## config.mk

```make
export PLATFORM = sky130hd
export DESIGN_NAME = alu16_with_flags_top
export DESIGN_NICKNAME = d
export VERILOG_FILES = /design/src/rtl/core/alu16_pkg.sv /design/src/rtl/core/alu16_with_flags_top.sv
export SDC_FILE = /design/constraint.sdc
export NUM_CORES = 2
export LEC_CHECK = 0
export BUFFER_PORTS_ARGS = -buffer_cell sky130_fd_sc_hd__buf_2
export CAP_MARGIN = 20
export CORE_ASPECT_RATIO = 0.6
export CORE_UTILIZATION = 63
export DETAILED_ROUTE_END_ITERATION = 7
export HOLD_SLACK_MARGIN = 0.02
export PLACE_DENSITY_LB_ADDON = 0.1
export SLEW_MARGIN = 20
export SYNTH_ARGS = -nofsm -noshare
export SYNTH_HDL_FRONTEND = slang
export SYNTH_SLANG_ARGS = --single-unit
```

## constraint.sdc

```tcl
create_clock -name clk -period 10 [get_ports clk]
set_input_delay 1.5 -clock clk [delete_from_list [all_inputs] [get_ports clk]]
set_output_delay 1.5 -clock clk [all_outputs]
set_load 0.02 [all_outputs]
```

## src/rtl/core/alu16_pkg.sv

```systemverilog
// Shared types, action codes and the divider step function for the 16-bit ALU.
package alu16_pkg;

    localparam int WORD_W             = 16;
    localparam int ACTION_W           = 4;
    localparam int DIV_BITS_PER_STAGE = 2;
    localparam int DIV_STAGES         = WORD_W / DIV_BITS_PER_STAGE;

    localparam logic [WORD_W-1:0] WORD_ONES = 16'hFFFF;

    // Action codes.
    localparam logic [ACTION_W-1:0] ACT_ADD = 4'd0;
    localparam logic [ACTION_W-1:0] ACT_SUB = 4'd1;
    localparam logic [ACTION_W-1:0] ACT_MUL = 4'd2;
    localparam logic [ACTION_W-1:0] ACT_DIV = 4'd3;
    localparam logic [ACTION_W-1:0] ACT_AND = 4'd4;
    localparam logic [ACTION_W-1:0] ACT_OR  = 4'd5;
    localparam logic [ACTION_W-1:0] ACT_XOR = 4'd6;
    localparam logic [ACTION_W-1:0] ACT_NOT = 4'd7;
    localparam logic [ACTION_W-1:0] ACT_SHL = 4'd8;
    localparam logic [ACTION_W-1:0] ACT_SHR = 4'd9;
    localparam logic [ACTION_W-1:0] ACT_CMP = 4'd10;

    // One input item.
    typedef struct packed {
        logic [ACTION_W-1:0] action;
        logic [WORD_W-1:0]   operand_a;
        logic [WORD_W-1:0]   operand_b;
    } alu16_in_t;

    // One result item.
    typedef struct packed {
        logic [WORD_W-1:0] result_word;
        logic              zero_flag;
        logic              negative_flag;
        logic              carry_flag;
        logic              overflow_flag;
    } alu16_out_t;

    // Item as it travels down the pipeline, with the divider's working state.
    typedef struct packed {
        logic              is_div;
        logic              div_zero;
        logic [WORD_W-1:0] word;
        logic [WORD_W-1:0] zn_word;
        logic              zn_en;
        logic              c;
        logic              v;
        logic [WORD_W-1:0] rem;
        logic [WORD_W-1:0] quo;
        logic [WORD_W-1:0] den;
    } alu16_pipe_t;

    // Advances a restoring division by DIV_BITS_PER_STAGE quotient bits.
    function automatic alu16_pipe_t alu16_div_step(alu16_pipe_t p);
        alu16_pipe_t     q;
        logic [WORD_W:0] trial;
        q = p;
        for (int i = 0; i < DIV_BITS_PER_STAGE; i++)
        begin
            trial = {q.rem, q.quo[WORD_W-1]};
            q.quo = {q.quo[WORD_W-2:0], 1'b0};
            if (trial >= {1'b0, q.den})
            begin
                trial    = trial - {1'b0, q.den};
                q.quo[0] = 1'b1;
            end
            q.rem = trial[WORD_W-1:0];
        end
        return q;
    endfunction

endpackage

```

## src/rtl/core/alu16_with_flags_top.sv

```systemverilog
// Top level of the pipelined 16-bit ALU with Z, N, C and V flags.

// The ALU accepts one item per clock cycle while the output is not stalled and
// returns one result item per item, in order. The pipeline holds eleven register
// stages: an input register, an execute stage (add, subtract, multiply, logic,
// shifts), eight divider stages that each resolve two quotient bits, and the
// output register where the flags are formed. Each stage holds its item until the
// next stage can take it, so empty stages are filled while a result waits at the
// output and a stall neither drops nor repeats items.
module alu16_with_flags_top
    import alu16_pkg::*;
(
    input  logic       clk,
    input  logic       rst_n,
    input  logic       in_valid,
    output logic       in_ready,
    input  alu16_in_t  in_data,
    output logic       out_valid,
    input  logic       out_ready,
    output alu16_out_t out_data
);

    logic                  in_vld_reg;
    alu16_in_t             in_reg;
    logic                  ex_vld_reg;
    alu16_pipe_t           ex_reg;
    alu16_pipe_t           ex_next;
    logic [DIV_STAGES-1:0] dv_vld_reg;
    logic [DIV_STAGES-1:0] dv_vld_next;
    alu16_pipe_t           dv_reg  [DIV_STAGES];
    alu16_pipe_t           dv_next [DIV_STAGES];
    logic                  out_vld_reg;
    alu16_out_t            out_reg;
    alu16_out_t            out_next;

    logic                  in_rdy;
    logic                  ex_rdy;
    logic [DIV_STAGES-1:0] dv_rdy;
    logic                  out_rdy;

    // Stage readiness: a stage loads when it is empty or its item moves on.
    always_comb
    begin
        out_rdy = !out_vld_reg || out_ready;
        for (int k = DIV_STAGES - 1; k >= 0; k--)
        begin
            if (k == DIV_STAGES - 1)
            begin
                dv_rdy[k] = !dv_vld_reg[k] || out_rdy;
            end
            else
            begin
                dv_rdy[k] = !dv_vld_reg[k] || dv_rdy[k+1];
            end
        end
        ex_rdy = !ex_vld_reg || dv_rdy[0];
        in_rdy = !in_vld_reg || ex_rdy;
    end

    assign in_ready  = in_rdy;
    assign out_valid = out_vld_reg;
    assign out_data  = out_reg;

    // Execute stage: every action except divide, which only sets up its operands.
    always_comb
    begin
        logic [WORD_W:0]     sum;
        logic [WORD_W:0]     diff;
        logic [2*WORD_W-1:0] prod;
        logic [2*WORD_W-1:0] shl_w;
        logic [2*WORD_W-1:0] shr_w;
        logic                shift_far;
        logic [WORD_W-1:0]   a;
        logic [WORD_W-1:0]   b;

        a         = in_reg.operand_a;
        b         = in_reg.operand_b;
        sum       = {1'b0, a} + {1'b0, b};
        diff      = {1'b0, a} - {1'b0, b};
        prod      = {{WORD_W{1'b0}}, a} * {{WORD_W{1'b0}}, b};
        shift_far = |b[WORD_W-1:5];
        shl_w     = {{WORD_W{1'b0}}, a} << b[4:0];
        shr_w     = {a, {WORD_W{1'b0}}} >> b[4:0];

        ex_next          = '0;
        ex_next.zn_en    = 1'b1;
        ex_next.rem      = '0;
        ex_next.quo      = a;
        ex_next.den      = b;
        ex_next.div_zero = (b == '0);

        case (in_reg.action)
            ACT_ADD:
            begin
                ex_next.word = sum[WORD_W-1:0];
                ex_next.c    = sum[WORD_W];
                ex_next.v    = !(a[WORD_W-1] ^ b[WORD_W-1])
                               && (a[WORD_W-1] ^ sum[WORD_W-1]);
            end
            ACT_SUB, ACT_CMP:
            begin
                ex_next.word = diff[WORD_W-1:0];
                ex_next.c    = diff[WORD_W];
                ex_next.v    = (a[WORD_W-1] ^ b[WORD_W-1])
                               && (a[WORD_W-1] ^ diff[WORD_W-1]);
            end
            ACT_MUL:
            begin
                ex_next.word = prod[WORD_W-1:0];
                ex_next.c    = |prod[2*WORD_W-1:WORD_W];
            end
            ACT_DIV:
            begin
                ex_next.is_div = 1'b1;
            end
            ACT_AND:
            begin
                ex_next.word = a & b;
            end
            ACT_OR:
            begin
                ex_next.word = a | b;
            end
            ACT_XOR:
            begin
                ex_next.word = a ^ b;
            end
            ACT_NOT:
            begin
                ex_next.word = ~a;
            end
            ACT_SHL:
            begin
                ex_next.word = shift_far ? '0 : shl_w[WORD_W-1:0];
                ex_next.c    = !shift_far && shl_w[WORD_W];
            end
            ACT_SHR:
            begin
                ex_next.word = shift_far ? '0 : shr_w[2*WORD_W-1:WORD_W];
                ex_next.c    = !shift_far && shr_w[WORD_W-1];
            end
            default:
            begin
                ex_next.zn_en = 1'b0;
            end
        endcase

        // Z and N follow the word computed here; compare then reports zero.
        ex_next.zn_word = ex_next.word;
        if (in_reg.action == ACT_CMP)
        begin
            ex_next.word = '0;
        end
    end

    // Divider stages: each advances the quotient by two bits.
    always_comb
    begin
        for (int k = 0; k < DIV_STAGES; k++)
        begin
            if (k == 0)
            begin
                dv_vld_next[k] = ex_vld_reg;
                dv_next[k]     = alu16_div_step(ex_reg);
            end
            else
            begin
                dv_vld_next[k] = dv_vld_reg[k-1];
                dv_next[k]     = alu16_div_step(dv_reg[k-1]);
            end
        end
    end

    // Output stage: choose the divide result and form the Z and N flags.
    always_comb
    begin
        alu16_pipe_t p;
        p = dv_reg[DIV_STAGES-1];
        if (p.is_div)
        begin
            p.word    = p.div_zero ? WORD_ONES : p.quo;
            p.zn_word = p.word;
            p.zn_en   = !p.div_zero;
            p.c       = 1'b0;
            p.v       = p.div_zero;
        end
        out_next.result_word   = p.word;
        out_next.zero_flag     = p.zn_en && (p.zn_word == '0);
        out_next.negative_flag = p.zn_en && p.zn_word[WORD_W-1];
        out_next.carry_flag    = p.c;
        out_next.overflow_flag = p.v;
    end

    // Valid bits.
    always_ff @(posedge clk or negedge rst_n)
    begin
        if (!rst_n)
        begin
            in_vld_reg  <= 1'b0;
            ex_vld_reg  <= 1'b0;
            dv_vld_reg  <= '0;
            out_vld_reg <= 1'b0;
        end
        else
        begin
            if (in_rdy)
            begin
                in_vld_reg <= in_valid;
            end
            if (ex_rdy)
            begin
                ex_vld_reg <= in_vld_reg;
            end
            for (int k = 0; k < DIV_STAGES; k++)
            begin
                if (dv_rdy[k])
                begin
                    dv_vld_reg[k] <= dv_vld_next[k];
                end
            end
            if (out_rdy)
            begin
                out_vld_reg <= dv_vld_reg[DIV_STAGES-1];
            end
        end
    end

    // Payload registers.
    always_ff @(posedge clk)
    begin
        if (in_rdy)
        begin
            in_reg <= in_data;
        end
        if (ex_rdy)
        begin
            ex_reg <= ex_next;
        end
        for (int k = 0; k < DIV_STAGES; k++)
        begin
            if (dv_rdy[k])
            begin
                dv_reg[k] <= dv_next[k];
            end
        end
        if (out_rdy)
        begin
            out_reg <= out_next;
        end
    end

endmodule
```

==> impl_metrics.ini <==
[drt]
first_pass_iters = 6
wl_per_cell_um = 24.11
via_count = 34420
ant_nets = 0
drc_errors = 0
wirelength_um = 133200
via_per_inst = 6.230
drt-initial-drc-count = 3962

[yosys]
ys_seq_area_frac = 0.4704
synth_edf_count = 773
async_flop_share = 0.01403
synthTopCellsByCount = 773 x edfxtp_1, 466 x inv_1, 395 x ha_1
syn_avg_cell_area_um2 = 11.47
synth_seq_cells = 784
syn-cell-area_um2 = 49930
ys_types = 92
synth.net_count = 5000
post-synth-top-area-cell = edfxtp_1
synth_top_area_frac = 0.4649
synth_warnings = 0
synthCells = 4355
dominantRegCellSynth = edfxtp_1
yosysMostFrequentCell = edfxtp_1
synth.area.top_cells = edfxtp_1 46%, ha_1 9.9%, fa_1 8.4%

[setup_path]
setup.worst_path.end_class = flip-flop
crit_path_end = dv_next[644]$_DFFE_PP_
crit_path_max_incr_delay_ns = 0.66
path_cells = inv_1 > nor2_1 > fa_1 > inv_1 > fa_1 > fa_1 > fa_1 > inv_1 > fa_1 > inv_1 > fa_1 > inv_1 > ha_1 > inv_1 > a211oi_1 > a21oi_1 > or2_2 > o31ai_1 > a311oi_1 > nor4_1 > o211ai_1
path_depth = 21
cp.buffers_inverters = 6
timing.rr.start = ex_next[4]$_DFFE_PP_
start_kind = flip-flop
cpMaxStageDelayCell = a211oi_1
cp.arrival_ns = 8.09
required_ns = 10.35
critical_path_class = flip-flop to flip-flop
r2r_slack_ns = 2.27
r2r-end = dv_next[644]$_DFFE_PP_
cp_max_fo = 13
crit_start = ex_next[4]$_DFFE_PP_
worstRegToRegCells = 21
cpLargestDelayFamily = adder cells

[sta]
worst_clock_skew_ns = 0.06880
slew_headroom = 0.2286
hold_violations = 0
setup_viol = 0
max_freq_ghz = 0.1293
finalCriticalPeriod_ns = 7.733
fin_crit_sh = 0.7733
worst_pin_slew_ns = 1.148
fin_setup_tns_ns = 0
rsz0062_at_grt = false
drv_slew = 0

[floorplanning]
rows = 79
core_area_um2 = 77990
start_util = 0.6402
die_h_um = 220.1
io_pins = 62
die_x_um = 365.4
die_area_um2 = 80420

[cts]
cts_sinks = 784
tritoncts = built
clock_latency_ns = 0.69
cts_made_buffers = 73
cts_root_buffer = clkbuf_16
ctsResizeCount = 0
postCtsHoldBufs = 0
path_clk_slew_ns = 0.07
cts_max_level = 3
post_cts_buffers = 0
clockBufferDepth = 3

[min_path]
min_path_type = flip-flop to flip-flop

[global_route]
grtUsageTotal = 0.3337
antenna_found_initial = 6
grt_pass1_vias = 31920
grt_pass1_wl_um = 199600
grt_max_degree = 85
overflow = 0

[final_layout]
area_growth_pct = 8.285
largest_reg_flops = 648
multi_input_area_um2 = 24170
drive_gt1_frac = 0.1016
nFillCells = 5708
seq_area_um2 = 23490
final_cells = 5525
final_nets = 5056

[status]
status = finished clean

[placed_design]
numPortBuffers = 61
gp_congestion = 1.060
numPlacedInstances = 5387
dp_hpwl_um = 99860

[job]
max_cap_viol_count = 0
==> cell usage in the layout, fill, tap and decap left out, types with 25 or more instances in the layout <==
master,synthesis,routed
nand4_1,53,53
nand3_1,47,44
inv_1,466,464
nor4_1,38,37
mux2_2,139,139
nand2b_1,53,53
xnor2_1,112,112
and3_1,25,25
nor2_1,309,309
fa_1,210,210
o21bai_1,25,25
a31oi_1,26,25
mux2i_1,48,48
o21a_1,28,28
buf_2,13,61
buf_4,2,54
a21oi_1,229,229
clkbuf_16,0,73
nor2b_1,60,60
xor2_1,60,60
a21o_1,81,81
o21ai_0,177,177
ha_1,395,395
nor3_1,84,83
edfxtp_1,773,773
nand2_1,314,311
or3_1,29,29
==> cell families (layout without fill, tap and decap cells) <==
| group | count (synthesis) | after routing | synth area share |
|---|---|---|---|
| flip-flops | 784 | 784 | 0.4704 |
| other | 0 | 3 | 0 |
| AO/OA/AOI/OAI | 884 | 884 | 0.1192 |
| adder cells (fa/ha/maj) | 605 | 605 | 0.1832 |
| multiplexers | 198 | 198 | 0.04488 |
| AND/OR/NAND/NOR | 1101 | 1101 | 0.1051 |
| XOR/XNOR | 172 | 172 | 0.03017 |
| buffers and inverters | 611 | 725 | 0.04701 |
==> metrics by stage <==
stage                     hold WS, ns  area (um^2)    util  setup slack, ns
after floorplan                0.4003        49930       -            1.101
after global placement         0.4004        51470  0.6600            2.633
after detailed placement       0.4045        51470  0.6600            2.644
after CTS                      0.3741        54000  0.6924            2.555
after global routing           0.3835        54060  0.6932            2.110
final                          0.3785        54070  0.6933            2.267
==> routing by layer <==
metal	vias up	GRT usage	part of all wire
li1	15880	-	-
met1	16660	0.5303	0.47
met2	1708	0.4167	0.37
met3	175	0.1379	0.13
met4	2	0.06081	0.018
met5	-	0.01409	0.0011
==> cell type report <==
cell class	instances	area share
Inverter	474	0.03295
Tap cell	1053	0.02437
Clock inverter	40	0.01097
Clock buffer	93	0.03573
Multi-Input combinational cell	2960	0.4471
Timing Repair Buffer	118	0.01437
Antenna cell	3	0.0001389
Sequential cell	784	0.4344
==> worst register-to-register path, delay by kind of cell (launching register included) <==
family          cells  cell delay (ns)
buf+inv             6             0.83
compound gates      5             1.69
simple gates        3             0.88
fa+ha+maj           7             3.40
flops               1             0.64
==> how the worst min path moves through the flow <==
stage | start | endpoint | slack, ns | depth (start not counted)
floorplan | dv_reg[0][16]$_DFFE_PP_ | dv_reg[0][103]$_DFFE_PP_ | 0.40 | 0
global placement | dv_reg[1][138]$_DFFE_PP_ | dv_reg[1][223]$_DFFE_PP_ | 0.40 | 0
detailed placement | dv_reg[0][83]$_DFFE_PP_ | dv_reg[0][168]$_DFFE_PP_ | 0.40 | 0
CTS | dv_next[664]$_SDFFCE_PP0P_ | dv_reg[0][69]$_DFFE_PP_ | 0.37 | 0
global route | dv_next[664]$_SDFFCE_PP0P_ | dv_reg[0][69]$_DFFE_PP_ | 0.38 | 0
finish | dv_next[664]$_SDFFCE_PP0P_ | dv_reg[0][69]$_DFFE_PP_ | 0.38 | 0
Power is left out: the tool's default activity adds up to more than one toggle a clock period on the data nets, which glitch-free logic cannot reach.
